===== src/rdsg_pkg.sv =====
// ----------------------------------------------------------------------------
// rdsg_pkg: shared types and constants for the dab scatter generator
// Register indexes, LCG constants, CORDIC table and controller commands.
// ----------------------------------------------------------------------------
`default_nettype none
package rdsg_pkg;
  localparam int MaxDabs     = 64;
  localparam int CordicSteps = 24;
  localparam int StepW       = $clog2(CordicSteps + 1);

  localparam logic [31:0] LcgMul  = 32'd1664525;
  localparam logic [31:0] LcgInc  = 32'd1013904223;
  localparam logic [31:0] InvGain = 32'h9B74EDA8;
  localparam logic signed [21:0] OffMax = 22'sd1048575;

  localparam logic [1:0] RegScatterEn  = 2'd0;
  localparam logic [1:0] RegScatterAmt = 2'd1;
  localparam logic [1:0] RegJitterEn   = 2'd2;
  localparam logic [1:0] RegJitterDeg  = 2'd3;

  localparam logic OpBegin    = 1'b0;
  localparam logic OpGenerate = 1'b1;

  // datapath command
  localparam logic [3:0] CmdNone    = 4'd0;
  localparam logic [3:0] CmdLoad    = 4'd1;
  localparam logic [3:0] CmdDraw1   = 4'd2;  // draw u1, start sqrt
  localparam logic [3:0] CmdSqrt    = 4'd3;  // one sqrt step
  localparam logic [3:0] CmdRad1    = 4'd4;  // radius*amount
  localparam logic [3:0] CmdRad2    = 4'd5;  // *s
  localparam logic [3:0] CmdDraw2   = 4'd6;  // draw u2, x0 = r*InvGain
  localparam logic [3:0] CmdCordic  = 4'd7;  // one rotation step
  localparam logic [3:0] CmdFinish  = 4'd8;  // scale and saturate offsets
  localparam logic [3:0] CmdDraw3   = 4'd9;  // jitter draw
  localparam logic [3:0] CmdJitMul  = 4'd10;
  localparam logic [3:0] CmdClear   = 4'd11; // zero result fields

  typedef struct packed {
    logic [3:0] op;
    logic       last;
    logic       emit;
  } dp_cmd_t;

  typedef struct packed {
    logic sqrt_done;
    logic cordic_done;
    logic out_busy;
  } dp_sts_t;

  function automatic logic [31:0] atan_turn(input logic [4:0] i);
    logic [31:0] t;
    begin
      case (i)
        5'd0: t = 32'h20000000;  5'd1: t = 32'h12E4051E;
        5'd2: t = 32'h09FB385B;  5'd3: t = 32'h051111D4;
        5'd4: t = 32'h028B0D43;  5'd5: t = 32'h0145D7E1;
        5'd6: t = 32'h00A2F61E;  5'd7: t = 32'h00517C55;
        5'd8: t = 32'h0028BE53;  5'd9: t = 32'h00145F2F;
        5'd10: t = 32'h000A2F98; 5'd11: t = 32'h000517CC;
        5'd12: t = 32'h00028BE6; 5'd13: t = 32'h000145F3;
        5'd14: t = 32'h0000A2F9; 5'd15: t = 32'h0000517C;
        5'd16: t = 32'h000028BE; 5'd17: t = 32'h0000145F;
        5'd18: t = 32'h00000A2F; 5'd19: t = 32'h00000517;
        5'd20: t = 32'h0000028B; 5'd21: t = 32'h00000145;
        5'd22: t = 32'h000000A2; 5'd23: t = 32'h00000051;
        5'd24: t = 32'h00000028; 5'd25: t = 32'h00000014;
        5'd26: t = 32'h0000000A; 5'd27: t = 32'h00000005;
        5'd28: t = 32'h00000002; 5'd29: t = 32'h00000001;
        default: t = 32'h0;
      endcase
      return t;
    end
  endfunction
endpackage
`default_nettype wire


===== src/rdsg_ctrl.sv =====
// ----------------------------------------------------------------------------
// rdsg_ctrl: sequencer for the dab generator
// Walks sqrt, CORDIC and jitter steps per dab and counts dabs left.
// ----------------------------------------------------------------------------
`default_nettype none
module rdsg_ctrl (
  input  wire logic              clk,
  input  wire logic              rst_n,
  input  wire logic              in_fire,
  input  wire logic              op,
  input  wire logic [6:0]        count,
  input  wire logic              scatter_en,
  input  wire logic              jitter_en,
  input  wire rdsg_pkg::dp_sts_t sts,
  output rdsg_pkg::dp_cmd_t      cmd,
  output logic                   idle
);
  localparam logic [3:0] SIdle = 4'd0, SClr = 4'd1, SD1 = 4'd2, SSq = 4'd3,
    SR1 = 4'd4, SR2 = 4'd5, SD2 = 4'd6, SCor = 4'd7, SFin = 4'd8,
    SD3 = 4'd9, SJm = 4'd10, SEmit = 4'd11;
  logic [3:0] st_r, st_nxt;
  logic [6:0] left_r, left_nxt;

  always_comb begin
    st_nxt = st_r;
    left_nxt = left_r;
    cmd = '{op: rdsg_pkg::CmdNone, last: 1'b0, emit: 1'b0};
    case (st_r)
      SIdle: if (in_fire) begin
        if (op == rdsg_pkg::OpBegin) cmd.op = rdsg_pkg::CmdLoad;
        else if (count != 7'd0) begin
          left_nxt = (count > 7'(rdsg_pkg::MaxDabs)) ? 7'(rdsg_pkg::MaxDabs) : count;
          st_nxt = SClr;
        end
      end
      SClr: begin
        cmd.op = rdsg_pkg::CmdClear;
        st_nxt = scatter_en ? SD1 : (jitter_en ? SD3 : SEmit);
      end
      SD1:  begin cmd.op = rdsg_pkg::CmdDraw1; st_nxt = SSq; end
      SSq: begin
        if (sts.sqrt_done) st_nxt = SR1;
        else cmd.op = rdsg_pkg::CmdSqrt;
      end
      SR1:  begin cmd.op = rdsg_pkg::CmdRad1; st_nxt = SR2; end
      SR2:  begin cmd.op = rdsg_pkg::CmdRad2; st_nxt = SD2; end
      SD2:  begin cmd.op = rdsg_pkg::CmdDraw2; st_nxt = SCor; end
      SCor: begin
        if (sts.cordic_done) st_nxt = SFin;
        else cmd.op = rdsg_pkg::CmdCordic;
      end
      SFin: begin
        cmd.op = rdsg_pkg::CmdFinish;
        st_nxt = jitter_en ? SD3 : SEmit;
      end
      SD3:  begin cmd.op = rdsg_pkg::CmdDraw3; st_nxt = SJm; end
      SJm:  begin cmd.op = rdsg_pkg::CmdJitMul; st_nxt = SEmit; end
      SEmit: if (!sts.out_busy) begin
        cmd.emit = 1'b1;
        cmd.last = (left_r == 7'd1);
        left_nxt = left_r - 7'd1;
        st_nxt = (left_r == 7'd1) ? SIdle : SClr;
      end
      default: st_nxt = SIdle;
    endcase
  end

  always_ff @(posedge clk) begin
    if (!rst_n) begin
      st_r <= SIdle;
      left_r <= '0;
    end else begin
      st_r <= st_nxt;
      left_r <= left_nxt;
    end
  end
  assign idle = (st_r == SIdle);
endmodule
`default_nettype wire


===== config.mk =====
export PLATFORM = sky130hd
export DESIGN_NAME = rdsg_ctrl
export DESIGN_NICKNAME = d
export VERILOG_FILES = /design/src/rdsg_pkg.sv /design/src/rdsg_ctrl.sv
export SDC_FILE = /design/constraint.sdc
export NUM_CORES = 1
export LEC_CHECK = 0
export ABC_AREA = 1
export BUFFER_PORTS_ARGS = -buffer_cell sky130_fd_sc_hd__buf_2
export CAP_MARGIN = 20
export CORE_MARGIN = 3
export CORE_UTILIZATION = 55
export DETAILED_ROUTE_END_ITERATION = 8
export GPL_TIMING_DRIVEN = 0
export PLACE_DENSITY = 0.82
export SYNTH_ARGS = -nofsm -noshare
export SYNTH_HDL_FRONTEND = slang
export SYNTH_SLANG_ARGS = --single-unit

===== constraint.sdc =====
create_clock -name clk -period 2.7 [get_ports clk]
set_clock_uncertainty 0.2 [all_clocks]
set_input_delay 0.135 -clock clk [delete_from_list [all_inputs] [get_ports clk]]
set_output_delay 0.135 -clock clk [all_outputs]
set_load 0.01 [all_outputs]

==> results summary <==
The run finished with clean final reports. The detailed-router iteration count before antenna repair is 4. The total standard cell area after synthesis came out at 897 µm². In the post-synthesis netlist, the biggest area contributors are dfxtp_1, nor2_1, nand2_1. The net count after synthesis is around 170. The share of total power in combinational logic is ~63%. The clock-pin slew on the worst setup and hold paths is 0.08 ns. The initial antenna violation count is 0. The internal power came out at between 0.0005 and 0.0006 W.

The per-instance average area after synthesis is 6.02 µm². The max-cap violation count came out at 0. The die span in y came out at 46.4 µm. Summed over all failing endpoints, the final setup total negative slack is 0 ns. The initial utilization of the core area, before any placement, comes to 63.4%. The maximum root-to-sink buffer count is 2.

The number of antenna diodes in the final layout is 0. TritonCTS built the clock tree. The number of global-route vias before repair was between 900 and 1000.

The clock network latency to the later pin of the worst-skew pair is about 0.28 ns. Setup violations remaining at the end of the flow were counted as 0. Entering global routing, the biggest net connects 11 pins.

The required time of the worst setup path came out at around 2.4 ns. The relative max-transition margin is around 66%. The slowest stage of the critical path belongs to the cell dfxtp_1. For this block, the routed nets add up to between 2000 and 2500 µm of wire. The register area is around 220 µm². The core area came out at about 1400 µm². By count the netlist is led by nor2_1, nand2_1, nand3_1, inv_1, o21ai_0. The worst IR drop on VDD is 676 µV.

The total of fill cells in the finished design came out at ~120. Per report_power, the clock group accounts for between 10 and 15% of the total. The number of pins exceeding their max-slew limit in the final report came out at 0. 23 I/O pins were placed. The synthesized flop and latch total came out at 11. The number of violations reported at the end of detailed-routing iteration 0 came out at 41. The root buffer cell chosen for the clock tree is clkbuf_4. By startpoint and endpoint, the worst setup path is classified as flip-flop to output port. The total count of hold-check failures in the final report came out at 0.

The worst setup path is captured at an output port. The detail-routed via count per cell is between 5 and 6. The worst stage delay on the critical path is 0.41 ns. The wire length of the first global-routing pass came out at 3950 µm. In the final routed layout, each cell accounts on average for about 13 µm. The area added between synthesis and finish is 19.5%. The worst setup path is launched from a flip-flop. Summing all non-filler instances in the final layout gives an area of approximately 1100 µm². Once the clock tree was built, the setup fixing pass inserted 0 buffers. In this run the number of H-tree levels came out at 1.

Global routing consumed, over all layers together, roughly a quarter of the routing resources. The arrival time at the worst endpoint came out at roughly 1.6 ns. The share of async-settable or async-resettable flops after synthesis is 0%.

The count of flip-flops with a built-in enable after synthesis came out at 0. The number of warnings reported in the yosys synthesis log came out at 0. The net switching fraction of the power came out at between 50% and 60%. The maximum achievable frequency is 528 MHz.

The minimum clock period came out at 1.90 ns. The final antenna-violating net count is 0. In the synthesized netlist, the number of instances is 149.

The measured slew at the worst slew-check pin is 0.510 ns. The cell area after placement is 1030 µm². The HPWL after detailed placement came out at 1870 µm. The sum of overflow across all layers after global routing is 0. The min-delay analysis places its worst path in the category input port to flip-flop.

Power spread over the standard cell area amounts to about 990 nW/µm². In the post-synthesis netlist, the cell with the most instances is nor2_1. Among all flip-flop cells after synthesis, the most frequent one is dfxtp_1.

The reported net switching power is around 0.00054 W. Setup repair after global routing left no endpoint under its margin. The multi-input combinational cells in the finished layout cover a total of around 600 µm². The maximum fanout along the worst path came out at 3. The worst path uses between 70% and 80% of the clock period. In the routed design, unresolved DRC markers number 0. The number of different library cells in the post-synthesis netlist is 25. Of the synthesized area, sequential elements account for between 20% and 30%. The share of power burned in registers is between 20% and 30%. The layout cell share with drive strength beyond 1 is a little under a quarter. The standard-cell row count came out at 13.

Clock tree synthesis found a total of 11 sinks. The final-stage net count is around 200. Clock tree synthesis inserted a total of 3 buffers. The weighted congestion at the end of routability-driven global placement came out at between 0.8 and 0.9. The static leakage came out at roughly 0.57 nW. The total die area is about 2200 µm². Of the post-synthesis cell area, the dominant cell type holds 24.5%. The vias after detailed routing came out at between 1000 and 1500.

dfxtp_1 takes more of the synthesized area than any other cell. The horizontal die dimension came out at roughly 46 µm. The number of input and output port buffers inserted came out at 22.

Walking the worst path, the cells encountered are inv_2 -> nand2_1 -> inv_2 -> nand3_1 -> nand2_1 -> a221o_1 -> buf_2.
## critical path, delay by kind of cell (launching register included)
| kind | cells | cell delay [ns] |
|---|---|---|
| AOI/OAI and AO/OA | 1 | 0.27 |
| and+or+nand+nor | 3 | 0.31 |
| buffers and inverters | 3 | 0.29 |
| DFF | 1 | 0.41 |
## area by class of cell
class | instances | area share (%)
Multi-Input combinational cell | 118 | 56.0
Sequential cell | 11 | 20.5
Timing Repair Buffer | 24 | 12.1
Inverter | 19 | 6.65
Clock buffer | 4 | 2.45
Tap cell | 15 | 1.75
Buffer | 1 | 0.467
## cell usage in the layout, fill, tap and decap left out
cell type / instances
clkbuf_4: 3
dlygate4sd3_1: 2
inv_2: 5
dfxtp_1: 11
o21ai_0: 14
nand3b_1: 2
ha_1: 2
nor2_2: 2
or2_2: 1
nand2_1: 27
nor3_1: 3
nand4_1: 3
o211ai_1: 2
a221o_1: 1
o21ai_1: 1
nand3_1: 16
nand2_4: 1
nor2_4: 3
xor2_1: 1
o22a_1: 1
a21oi_2: 1
a21oi_1: 6
nand3_2: 1
nor2_1: 29
buf_2: 23
inv_1: 14
nand2_2: 1
clkbuf_1: 1
## path summary, 6_finish.rpt
check / from / to / slack, ns / cells past startpoint
worst min-delay path: count[2] / left_r[2] / 0.02 / 5
worst max register to register: st_r[0] / left_r[6] / 0.91 / 8
worst max-delay path: st_r[3] / cmd[2] / 0.80 / 7
worst min register to register: st_r[1] / st_r[1] / 0.35 / 2
## power groups by stage
stage               logic (W)  clock network, W  registers, W
finish               0.000669          0.000116      0.000279
global route         0.000749          0.000126      0.000285
CTS                  0.000661          0.000118      0.000276
detailed placement   0.000655                 0      0.000279
global placement     0.000627                 0      0.000276
floorplan            0.000500                 0      0.000263
## stage by stage
stage / total power [W] / worst slack, ns / util (%) / cells / hold WS, ns
finish: 0.00106 / 0.805 / 75.8 / 192 / 0.0229
global route: 0.00116 / 0.689 / 75.8 / 192 / 0.0510
CTS: 0.00105 / 0.838 / 75.8 / 192 / 0.0187
detailed placement: 0.000934 / 0.954 / 72.5 / 186 / 0.252
global placement: 0.000903 / 0.998 / 72.5 / 186 / 0.244
floorplan: 0.000763 / 1.24 / - / 149 / 0.0707
## timing repair
action                                  CTS  global route
hold endpoints to repair                  8             0
hold buffers                              2             0
endpoints found under the setup margin    0             0
resized for setup                         0             0
## sequential cells by signal, summed over array words and instances, names as in the netlist
signal and count:
st_r 4, left_r 7
## cell families (layout without fill, tap and decap cells)
| kind of cell | after synthesis | in the layout | synth area share (%) |
|---|---|---|---|
| and+or+nand+nor | 89 | 89 | 46.7 |
| DFF | 11 | 11 | 24.5 |
| buffers and inverters | 20 | 48 | 8.51 |
| AOI/OAI and AO/OA | 26 | 26 | 16.5 |
| xor gates and xnor gates | 1 | 1 | 0.976 |
| adders and majority gates | 2 | 2 | 2.79 |
## metal layers
layer	GRT usage, %	share of wire (%)	vias to the layer above
met3	5.86	8.4	2
met4	7.95	0.54	0
met1	34.4	45	502
met5	0	0	-
li1	-	-	544
met2	39.6	46	55
No activity file was read; power rests on OpenSTA's default activity.
